**src/rtl/core/ipc_ram.sv**
```systemverilog
// Generic synchronous RAM: one write port, two registered read ports.
module ipc_ram #(
  parameter int WIDTH = 8,
  parameter int DEPTH = 16,
  parameter int AW    = $clog2(DEPTH)
) (
  input  logic             clk,
  input  logic             we,
  input  logic [AW-1:0]    waddr,
  input  logic [WIDTH-1:0] wdata,
  input  logic [AW-1:0]    raddr_a,
  input  logic [AW-1:0]    raddr_b,
  output logic [WIDTH-1:0] rdata_a,
  output logic [WIDTH-1:0] rdata_b
);

  logic [WIDTH-1:0] mem [DEPTH];

  always_ff @(posedge clk) begin
    if (we) begin
      mem[waddr] <= wdata;
    end
    rdata_a <= mem[raddr_a];
    rdata_b <= mem[raddr_b];
  end

endmodule

```
**config.mk**
```make
export PLATFORM = sky130hd
export DESIGN_NAME = ipc_ram
export DESIGN_NICKNAME = d
export VERILOG_FILES = /design/src/rtl/core/ipc_ram.sv
export SDC_FILE = /design/constraint.sdc
export NUM_CORES = 1
export LEC_CHECK = 0
export ABC_AREA = 0
export ABC_CLOCK_PERIOD_IN_PS = 3200
export BUFFER_PORTS_ARGS = -buffer_cell sky130_fd_sc_hd__buf_2
export CELL_PAD_IN_SITES_DETAIL_PLACEMENT = 0
export CELL_PAD_IN_SITES_GLOBAL_PLACEMENT = 1
export CORE_ASPECT_RATIO = 0.75
export CORE_MARGIN = 5
export CORE_UTILIZATION = 57
export DETAILED_ROUTE_END_ITERATION = 12
export GPL_TIMING_DRIVEN = 0
export PLACE_DENSITY = 0.85
export SLEW_MARGIN = 20
export SYNTH_ARGS = -nofsm -noshare
export SYNTH_HDL_FRONTEND = slang
export SYNTH_SLANG_ARGS = --single-unit
```
**constraint.sdc**
```tcl
create_clock -name clk -period 3.2 [get_ports clk]
set_input_delay 0.16 -clock clk [delete_from_list [all_inputs] [get_ports clk]]
set_output_delay 0.16 -clock clk [all_outputs]
set_load 0.005 [all_outputs]
```
==> flow_summary.yaml <==
critical_path:
  end_kind: "flop"
  crit_chain: "buf_2, or3b_2, nor2_1"
  critPathMaxStageDelay_ps: 870
  crit_fanout: 8
  crit_type: "in -> reg"
  setup.worst_path.start_class: "input pin"
  required_ps: 3240
  worst_ep_arrival_time_ps: 1660
  crit_slowest_cell: "nor2_1"
global_routing:
  overflow: 0
  grt_pass1_wl_um: 21900
  grt_antenna_before_repair: 0
  grtUsageTotal: 0.230
  grt_max_degree: 17
  grt_pass1_vias: 3615
clocking:
  post_cts_resized: 0
  clock_latency_ps: 420
  cts.sinks: 144
  clk_pin_slew_ps: 60
  cts_buffers: 17
  clock-root-buffer: "clkbuf_16"
  postCtsHoldBufs: 0
  cts_setup_buffers: 0
  htree_levels: 4
  clk_path_buf_depth: 2
  cts_tree: "yes"
timing:
  relSlewSlack: 0.245
  final-hold-violation-count: 0
  setup_viol: 0
  fin_crit_sh: 0.509
  layout_min_cycle_time_ps: 1630
  rsz0062_at_grt: "no"
  fin_hold_ws_ps: 120
  fmax_mhz: 614
  setup_ws_ps: 1570
  fin_tns_setup_ps: 0
  skew_ps: 8.27
  tightest_slew_ps: 1130
  slew_violations: 0
placement:
  io_buffers: 35
  dp_hpwl_um: 9390
  place_ws_ps: 1200
  gp_congestion: 0.786
power:
  internal-power_w: 0.00360
  p_per_area_nw_per_um2: 619
  p_leak_nw: 2.56
  vdd.ir_drop.worst_mv: 0.730
  power_frac_comb: 0.071
  p_switching_w: 0.000962
  sw_frac_of_total: 0.211
  clkPwrFrac: 0.464
  pwr-share-seq: 0.465
die:
  core_um2: 10900
  ioPinCount: 38
  placementRows: 33
  start_util: 0.582
  fp.dieW_um: 132
  die_h_um: 101
  die_area_um2: 13400
synth:
  seq_area_frac_synth: 0.656
  yosys.area.top_type: "edfxtp_1"
  synth_area_leaders: "edfxtp_1, mux4_2, mux4_1"
  synth-seq-cells: 144
  yosys_warnings: 0
  synth_edf_count: 128
  synthFlopType: "edfxtp_1"
  netlist.area_leader.share: 0.606
  syn_area_um2: 6350
  synth_common_cells: "edfxtp_1, mux4_2, a22oi_1"
  yosys.cell_types.count: 20
  postSynthAreaPerCell_um2: 20.7
  synth_nets: 329
  synthCells: 307
  async_flop_share: 0
  yosysMostFrequentCell: "edfxtp_1"
final_layout:
  multi_input_area_um2: 2030
  nets: 386
  num_antenna_cells: 0
  fillerInstances: 716
  register_area_um2: 4160
  drive_gt1_frac: 0.345
  area_growth_pct: 16.3
routing:
  ant_nets: 0
  drt-initial-drc-count: 468
  wirelength_um: 14600
  num_vias: 3442
  routed_via_density: 6.66
  drc: 0
  routedWlPerCell_um: 28.3
  drt-pass1-iter-count: 5
min_path:
  min_path_type: "in -> reg"
outcome:
  status: "finished, final reports clean"
flow_run:
  max-cap-violations: 0
==> area by class of cell <==
| cell class | count | area share |
|---|---|---|
| repair buffers | 38 | 0.0268 |
| clock buffers | 20 | 0.0619 |
| plain buffers | 20 | 0.0234 |
| multi-input cells | 143 | 0.275 |
| flip-flops and latches | 144 | 0.564 |
| well taps | 140 | 0.0237 |
| clock inverters | 12 | 0.0248 |
==> worst max-delay path, delay by kind of cell <==
family | cells | cell delay, ps
and+or+nand+nor | 2 | 1390
buffers and inverters | 1 | 110
==> cells in the final DEF, fill, tap and decap left out <==
cell type	instances
nand3_1	1
nor2b_1	2
clkinv_4	3
buf_2	41
nand3b_1	2
clkbuf_16	17
edfxtp_1	128
and2b_1	2
clkinvlp_4	3
clkdlybuf4s25_2	6
buf_6	6
nor3_2	4
dfxtp_1	16
bufinv_16	4
a22oi_1	32
mux4_4	2
clkbuf_1	1
buf_4	5
mux4_2	34
mux4_1	28
and2_1	2
inv_6	1
nor2_1	14
clkinv_2	1
or3b_2	1
nand2b_1	2
clkbuf_8	2
nand2_1	17
==> power groups by stage <==
stage / combinational, W / sequential [W] / clock (W)
2_1_floorplan: 0.000190 / 0.00216 / 0
3_3_place_gp: 0.000316 / 0.00216 / 0
3_5_place_dp: 0.000323 / 0.00216 / 0
4_1_cts: 0.000325 / 0.00212 / 0.00212
5_1_grt: 0.000344 / 0.00213 / 0.00222
6_report: 0.000325 / 0.00212 / 0.00212
==> sequential cells by signal, indices dropped and copies added, names as in the netlist <==
| register | flops |
|---|---|
| mem | 128 |
| rdata_a | 8 |
| rdata_b | 8 |
==> path summary, 6_finish.rpt <==
check | start | to | slack (ps) | depth (start not counted)
worst max-delay path | waddr[2] | mem[2][1] | 1570 | 3
worst min-delay path | wdata[7] | mem[8][7] | 120 | 1
worst max register to register | mem[3][7] | rdata_b[7] | 1730 | 3
worst min register to register | mem[11][2] | rdata_b[2] | 700 | 3
==> cell families (layout without fill, tap and decap cells) <==
family / after synthesis / after routing / share of synthesized area
and+or+nand+nor: 47 / 47 / 0.0343
DFF: 144 / 144 / 0.656
muxes: 64 / 64 / 0.244
AOI/OAI and AO/OA: 32 / 32 / 0.0379
buffers and inverters: 20 / 90 / 0.0272
==> through the flow <==
step / cell area [µm²] / instances / utilization / total power (W)
after floorplan: 6350 / 307 / - / 0.00235
after global placement: 6700 / 482 / 0.614 / 0.00247
after detailed placement: 6740 / 485 / 0.618 / 0.00248
after CTS: 7380 / 517 / 0.677 / 0.00457
after global routing: 7380 / 517 / 0.677 / 0.00470
final: 7380 / 517 / 0.677 / 0.00457
==> layer usage <==
metal | up-vias | wire [µm] | share of wire | GRT usage
li1 | 1459 | - | - | -
met1 | 1771 | 5990 | 0.41 | 0.314
met2 | 186 | 7100 | 0.49 | 0.361
met3 | 26 | 1200 | 0.082 | 0.0626
met4 | 0 | 339 | 0.023 | 0.0917
met5 | - | 0 | 0 | 0
Power figures use the tool's default switching activity.
