File: src/rtl/core/ipc_pkg.sv
// Shared types and constants for the integer partition counter.
package ipc_pkg;

  localparam int NUM_W       = 9;
  localparam int COUNT_W     = 50;
  localparam int MAX_N_DFLT  = 256;

  localparam logic [COUNT_W-1:0] COUNT_MAX = {COUNT_W{1'b1}};

  typedef logic [NUM_W-1:0]   num_t;
  typedef logic [COUNT_W-1:0] count_t;

  typedef struct packed {
    logic clr_we;
    logic clr_one;
    num_t clr_addr;
    logic issue;
    logic last;
    num_t ra;
    num_t rb;
  } seq_step_t;

endpackage

File: src/rtl/core/ipc_seq.sv
// Sweep sequencer: table clear pass, then the (k, s) accumulate walk.
module ipc_seq (
  input  logic              clk,
  input  logic              rst,
  input  logic              start,
  input  ipc_pkg::num_t     n_in,
  output logic              busy,
  output ipc_pkg::seq_step_t step
);
  import ipc_pkg::*;

  typedef enum logic [1:0] {S_IDLE, S_CLEAR, S_ACC} state_t;

  state_t state;
  num_t   n;
  num_t   k;
  num_t   s;

  always_ff @(posedge clk) begin
    if (rst) begin
      state <= S_IDLE;
    end else begin
      unique case (state)
        S_IDLE: begin
          if (start) begin
            n     <= n_in;
            s     <= '0;
            state <= S_CLEAR;
          end
        end
        S_CLEAR: begin
          if (s == n) begin
            k     <= NUM_W'(1);
            s     <= NUM_W'(1);
            state <= S_ACC;
          end else begin
            s <= s + NUM_W'(1);
          end
        end
        S_ACC: begin
          if (s == n) begin
            if (k == n) begin
              state <= S_IDLE;
            end else begin
              k <= k + NUM_W'(1);
              s <= k + NUM_W'(1);
            end
          end else begin
            s <= s + NUM_W'(1);
          end
        end
        default: state <= S_IDLE;
      endcase
    end
  end

  always_comb begin
    busy          = (state != S_IDLE);
    step.clr_we   = (state == S_CLEAR);
    step.clr_one  = (s == '0);
    step.clr_addr = s;
    step.issue    = (state == S_ACC);
    step.last     = (state == S_ACC) && (k == n) && (s == n);
    step.ra       = s;
    step.rb       = s - k;
  end

endmodule

File: config.mk
export PLATFORM = sky130hd
export DESIGN_NAME = ipc_seq
export DESIGN_NICKNAME = d
export VERILOG_FILES = /design/src/rtl/core/ipc_pkg.sv /design/src/rtl/core/ipc_seq.sv
export SDC_FILE = /design/constraint.sdc
export NUM_CORES = 1
export LEC_CHECK = 0
export BUFFER_PORTS_ARGS = -buffer_cell sky130_fd_sc_hd__buf_2
export CAP_MARGIN = 30
export CELL_PAD_IN_SITES_DETAIL_PLACEMENT = 1
export CELL_PAD_IN_SITES_GLOBAL_PLACEMENT = 1
export CORE_MARGIN = 1.5
export CORE_UTILIZATION = 46
export CTS_CLUSTER_SIZE = 40
export DETAILED_ROUTE_END_ITERATION = 10
export GPL_ROUTABILITY_DRIVEN = 0
export PLACE_DENSITY_LB_ADDON = 0.12
export SYNTH_ARGS = -nofsm -noshare
export SYNTH_HDL_FRONTEND = slang
export SYNTH_SLANG_ARGS = --single-unit
File: constraint.sdc
create_clock -name clk -period 7.8 [get_ports clk]
set_input_delay 0.78 -clock clk [delete_from_list [all_inputs] [get_ports clk]]
set_output_delay 0.78 -clock clk [all_outputs]
set_load 0.05 [all_outputs]
==> flow_summary.json, run 1 <==
{
  "outcome": "completed",
  "ys_dominant_reg_cell": "edfxtp_1",
  "rows": 25,
  "rrSetupSlack_ns": 5.23,
  "worst_slack_ns": 4.44,
  "timing.hold.ws_ns": 0.510,
  "cts_tree": "yes",
  "numPortBuffers": 43,
  "avgRoutedWirePerCell_um": 17.6,
  "netlist_area_um2": 2250,
  "finalCritPeriodShare": 0.430,
  "fill_cells": 547,
  "synth_cell_types": 45,
  "r2r-end": "k[7]",
  "grt_max_degree": 19,
  "yosysTopAreaCell": "edfxtp_1",
  "numCtsBuffers": 5,
  "core_area_um2": 4720,
  "fin_skew_ns": 0.00307,
  "via_per_inst": 5.50,
  "power_density_nw_per_um2": 281,
  "dieArea_um2": 5320,
  "num_vias": 1820,
  "grt.total_usage": 0.243,
  "grt_setup_unrepaired": "false",
  "postLayoutCoreUtil": 0.544,
  "p_comb_frac": 0.461,
  "start_util": 0.477,
  "post-synth-top-area-fraction": 0.360,
  "syn_area_per_cell_um2": 9.96,
  "grt_first_pass_wirelength_mm": 9.60,
  "clk_root_buffer_cell": "clkbuf_8",
  "crit_fanout": 8,
  "synth_edf_count": 27,
  "synth_cells": 226,
  "hold_path.class": "reg2reg",
  "peakVddDrop_v": 0.000143,
  "post_cts_resized": 0,
  "placement.setup.worst_slack_ns": 4.76,
  "fp.dieH_um": 73.0,
  "grt-ovfl-total": 0,
  "drc": 0,
  "ys_seq_elements": 29,
  "max_freq_ghz": 0.298,
  "fin_crit_ns": 3.36,
  "relSlewSlack": 0.557,
  "syn_nets": 254,
  "yosysMostFrequentCell": "edfxtp_1",
  "ys_warn_count": 0,
  "antenna_left": 0,
  "critical_path_class": "reg2out",
  "clkTransAtPathRegs_ns": 0.07,
  "synth_area_leaders": "edfxtp_1 (36%), ha_1 (8.3%), xnor2_1 (8.2%), xor2_1 (5.8%), buf_4 (3.3%)",
  "drt-pass1-iter-count": 4,
  "holdPathEnd": "state[1]",
  "finalMaxSlewViolations": 0,
  "power_switching_w": 0.000333,
  "cap_violations": 0,
  "setup_viol": 0,
  "hold_viol_final": 0,
  "power.internal_w": 0.000387,
  "tightest_slew_ns": 0.665,
  "cp_data_arrival_time_ns": 2.58,
  "ys_top_cells_by_count": "edfxtp_1 (27), xnor2_1 (21), inv_1 (19)",
  "swShare": 0.463,
  "cts_max_level": 2,
  "post_cts_buffers": 0,
  "place_hpwl_mm": 4.39,
  "drt_first_iter_violations": 69,
  "antenna_cells": 0,
  "ios": 44,
  "hold_buffers": 0,
  "startpoint_type": "register",
  "power_frac_seq": 0.317,
  "synth-seq-area-share": 0.378,
  "finalSetupTns_ns": 0,
  "drive_gt1_frac": 0.231,
  "worstSetupEndpointType": "primary output",
  "nets": 291,
  "grt_pass1_vias": 1854,
  "min_path_cells": 2,
  "p_clk_frac": 0.223,
  "leakage_nw": 1.08,
  "clk_path_buf_depth": 2,
  "cts_sinks": 29,
  "async_reset_ff_frac": 0,
  "die_x_um": 73.0,
  "critPathRequiredTime_ns": 7.02,
  "area_growth_pct": 14.1,
  "clock_latency_ns": 0.29,
  "r2r.worst_path.cells": 5,
  "hold_path.startpoint": "state[1]",
  "drt_wl_total_mm": 5.84,
  "antenna_found_initial": 0,
  "rr_startpoint": "s[4]"
}
==> worst max path at each step <==
stage	from	end	slack [ns]	cells past startpoint
after floorplan	s[0]	step[8]	4.18	8
after global placement	s[0]	step[8]	4.82	9
after detailed placement	s[0]	step[8]	4.76	9
after CTS	s[0]	step[8]	4.43	9
after global routing	s[0]	step[8]	4.26	9
final	s[0]	step[8]	4.44	9
==> per-layer routing <==
layer  global-route usage  vias to the layer above  part of all wire
met3               0.0414                        6             0.032
met5                    0                        -                 0
li1                     -                      863                 -
met1                0.302                      901              0.44
met4               0.0566                        0             0.010
met2                0.440                       50              0.51
==> worst max-delay path, stage by stage, from the launching register on <==
cell and delay [ns]:
edfxtp_1 0.49, inv_1 0.15, ha_1 0.25, fa_1 0.40, nor2b_1 0.13, o21ai_0 0.12
a21oi_1 0.22, o31ai_1 0.12, xnor2_1 0.13, buf_2 0.27
==> cell type report <==
cell class,instances,area (um2),share of cell area
Clock buffer,5,68.8,0.0268
Clock inverter,3,46.3,0.0180
Inverter,19,71.3,0.0278
Multi-Input combinational cell,164,1220,0.477
Sequential cell,29,851,0.331
Tap cell,67,83.8,0.0327
Timing Repair Buffer,44,223,0.0867
==> metrics by stage <==
step                      instances  instance area [um2]  total power [W]
after detailed placement        323                 2450         0.000562
after CTS                       331                 2570         0.000724
after global placement          323                 2450         0.000560
after global routing            331                 2570         0.000757
final                           331                 2570         0.000720
after floorplan                 226                 2250         0.000492
==> placed cells by master, fill, tap and decap left out, types with 3 or more instances in the layout <==
master	count
nand4_1	4
or3_1	3
ha_1	15
clkbuf_8	5
nor2b_1	3
nor2_1	14
edfxtp_1	27
nor3_1	6
a21oi_1	6
and2_1	7
xor2_1	15
xnor2_1	21
o21ai_0	4
buf_2	43
inv_1	19
a211oi_1	6
nand3_1	9
nor4_1	3
and3_1	7
nand2_1	13
==> sequential cells by signal, summed over array words and instances (netlist names) <==
register / cells
s: 9
k: 9
state: 2
n: 9
==> kinds of logic (layout without fill, tap and decap cells) <==
group | Yosys count | after routing | share of synthesized area
simple gates | 77 | 77 | 0.189
flops | 29 | 29 | 0.378
fa+ha+maj | 16 | 16 | 0.0923
buf+inv | 33 | 71 | 0.0784
mux | 2 | 2 | 0.00889
compound gates | 31 | 31 | 0.0989
xor+xnor | 38 | 38 | 0.155
==> power by group through the flow <==
stage          sequential (W)  clock [W]  combinational (W)
2_1_floorplan        0.000237          0           0.000255
3_3_place_gp         0.000230          0           0.000330
3_5_place_dp         0.000231          0           0.000332
4_1_cts              0.000228   0.000163           0.000334
5_1_grt              0.000231   0.000169           0.000357
6_report             0.000228   0.000160           0.000332
Note: power is estimated with default switching activity, not from simulation.
==> run 2, diff against run 1 <==
--- a/config.mk
+++ b/config.mk
@@ -10,7 +10,7 @@
 export CELL_PAD_IN_SITES_DETAIL_PLACEMENT = 1
 export CELL_PAD_IN_SITES_GLOBAL_PLACEMENT = 1
 export CORE_MARGIN = 1.5
-export CORE_UTILIZATION = 46
+export CORE_UTILIZATION = 38
 export CTS_CLUSTER_SIZE = 40
 export DETAILED_ROUTE_END_ITERATION = 10
 export GPL_ROUTABILITY_DRIVEN = 0
==> constraint.sdc (replaced) <==
create_clock -name clk -period 2.9 [get_ports clk]
set_input_delay 0.29 -clock clk [delete_from_list [all_inputs] [get_ports clk]]
set_output_delay 0.29 -clock clk [all_outputs]
set_load 0.05 [all_outputs]
==> flow_summary.json, run 2 (synthesis results as in run 1) <==
{
  "crit_slowest_cell": "edfxtp_1",
  "startpoint_type": "register",
  "drive_gt1_frac": 0.272,
  "hold_buffers": 0,
  "postLayoutCoreUtil": 0.475,
  "cts_max_level": 2,
  "tightest_slew_ns": 1.05,
  "power.internal_w": 0.000980,
  "antenna_found_initial": 0,
  "top_regs": "k x9, n x9, s x9",
  "fin_skew_ns": 0.00768,
  "hold_path.class": "in2reg",
  "drt-pass1-iter-count": 4,
  "num_vias": 1814,
  "max_freq_ghz": 0.360,
  "outcome": "completed",
  "area_growth_pct": 18.2,
  "cap_violations": 0,
  "critical_path_class": "reg2out",
  "final_common_cell": "buf_2",
  "dieArea_um2": 6390,
  "hold_path.startpoint": "n_in[4]",
  "leakage_nw": 1.14,
  "min_path_cells": 1,
  "core_area_um2": 5610,
  "power_density_nw_per_um2": 705,
  "worstSetupEndpointType": "primary output",
  "rrSetupSlack_ns": 0.41,
  "swShare": 0.478,
  "placed_area_um2": 2550,
  "finalCritPeriodShare": 0.959,
  "cts_sinks": 29,
  "avgRoutedWirePerCell_um": 17.4,
  "final_cell_mix": "buf_2 (41), edfxtp_1 (27), inv_1 (19), xnor2_1 (19)",
  "power_frac_seq": 0.315,
  "r2r.worst_path.cells": 5,
  "holdPathEnd": "n[4]",
  "clk_root_buffer_cell": "clkbuf_8",
  "rows": 27,
  "numPlacedInstances": 337,
  "rr_startpoint": "k[5]",
  "grt_pass1_vias": 1803,
  "peakVddDrop_v": 0.000352,
  "grt-ovfl-total": 0,
  "numCtsBuffers": 5,
  "fin_crit_ns": 2.78,
  "fin_total_pwr_w": 0.00188,
  "drc": 0,
  "numPortBuffers": 43,
  "grt_max_degree": 18,
  "clock_latency_ns": 0.28,
  "fin_area_um2": 2660,
  "hold_viol_final": 0,
  "start_util": 0.401,
  "via_per_inst": 5.21,
  "p_clk_frac": 0.171,
  "antenna_left": 0,
  "critPathRequiredTime_ns": 2.61,
  "clkTransAtPathRegs_ns": 0.06,
  "p_comb_frac": 0.514,
  "nets": 303,
  "place_hpwl_mm": 4.80,
  "fp.dieH_um": 80.0,
  "path_cells": "ha_1 -> fa_1 -> nor2b_1 -> o21ai_0 -> a21oi_1 -> o31ai_2 -> xnor2_2 -> clkbuf_4",
  "r2r-end": "s[2]",
  "cp_data_arrival_time_ns": 2.49,
  "crit_fanout": 8,
  "relSlewSlack": 0.297,
  "slowest_delay_ns": 0.52,
  "grt.total_usage": 0.204,
  "cts_tree": "yes",
  "setup_viol": 0,
  "drt_first_iter_violations": 90,
  "fin_cells": 348,
  "drt_wl_total_mm": 6.05,
  "ios": 44,
  "power_switching_w": 0.000897,
  "clk_path_buf_depth": 2,
  "die_x_um": 80.0,
  "finalMaxSlewViolations": 0,
  "grt_first_pass_wirelength_mm": 9.65,
  "antenna_cells": 0,
  "finalSetupTns_ns": 0,
  "startpoint": "k[0]"
}
-- run 2: final cells by class --
| type | instances | area (um2) |
|---|---|---|
| Multi-Input combinational cell | 164 | 1250 |
| Clock inverter | 3 | 12.5 |
| Fill cell | 685 | 2950 |
| Clock buffer | 5 | 68.8 |
| Inverter | 19 | 71.3 |
| Tap cell | 72 | 90.1 |
| Sequential cell | 29 | 851 |
| Timing Repair Buffer | 56 | 318 |
-- run 2: per-layer routing --
layer / vias up / wire length (um) / part of all wire / track usage
met2: 35 / 2930 / 0.48 / 0.346
met4: 0 / 59 / 0.0098 / 0.0466
met5: - / 0 / 0 / 0
met1: 881 / 2890 / 0.48 / 0.275
met3: 6 / 174 / 0.029 / 0.0274
li1: 892 / - / - / -
-- run 2: worst max-delay path: cells and delay by family (launching register included) --
family | cells | cell delay, ns
fa+ha+maj | 2 | 0.69
compound gates | 3 | 0.52
xor+xnor | 1 | 0.12
simple gates | 1 | 0.12
flops | 1 | 0.52
buf+inv | 1 | 0.24
-- run 2: how the worst max path moves through the flow --
stage / to / slack, ns / cells after the start
2_1_floorplan: step[4] / 0.03 / 7
3_3_place_gp: step[8] / 0.36 / 9
3_5_place_dp: step[8] / 0.35 / 9
4_1_cts: step[8] / 0.02 / 9
5_1_grt: step[8] / -0.007 / 9
6_report: step[8] / 0.12 / 8
-- run 2: metrics by stage --
step                      setup WS (ns)  hold slack [ns]
after global placement            0.364            0.467
after CTS                        0.0248            0.178
after global routing           -0.00722            0.175
after detailed placement          0.345            0.468
final                             0.120            0.184
after floorplan                  0.0345            0.359
-- run 2: power by group through the flow --
stage / Combinational, W / Sequential, W / Clock, W
5_1_grt: 0.00104 / 0.000599 / 0.000344
4_1_cts: 0.000954 / 0.000594 / 0.000328
6_report: 0.000965 / 0.000592 / 0.000320
2_1_floorplan: 0.000701 / 0.000637 / 0
3_5_place_dp: 0.000951 / 0.000603 / 0
3_3_place_gp: 0.000945 / 0.000601 / 0
-- run 2: what timing repair did --
action / CTS / global route
setup endpoints to repair: 0 / 1
buffers inserted: 0 / 3
gates resized for setup: 0 / 3
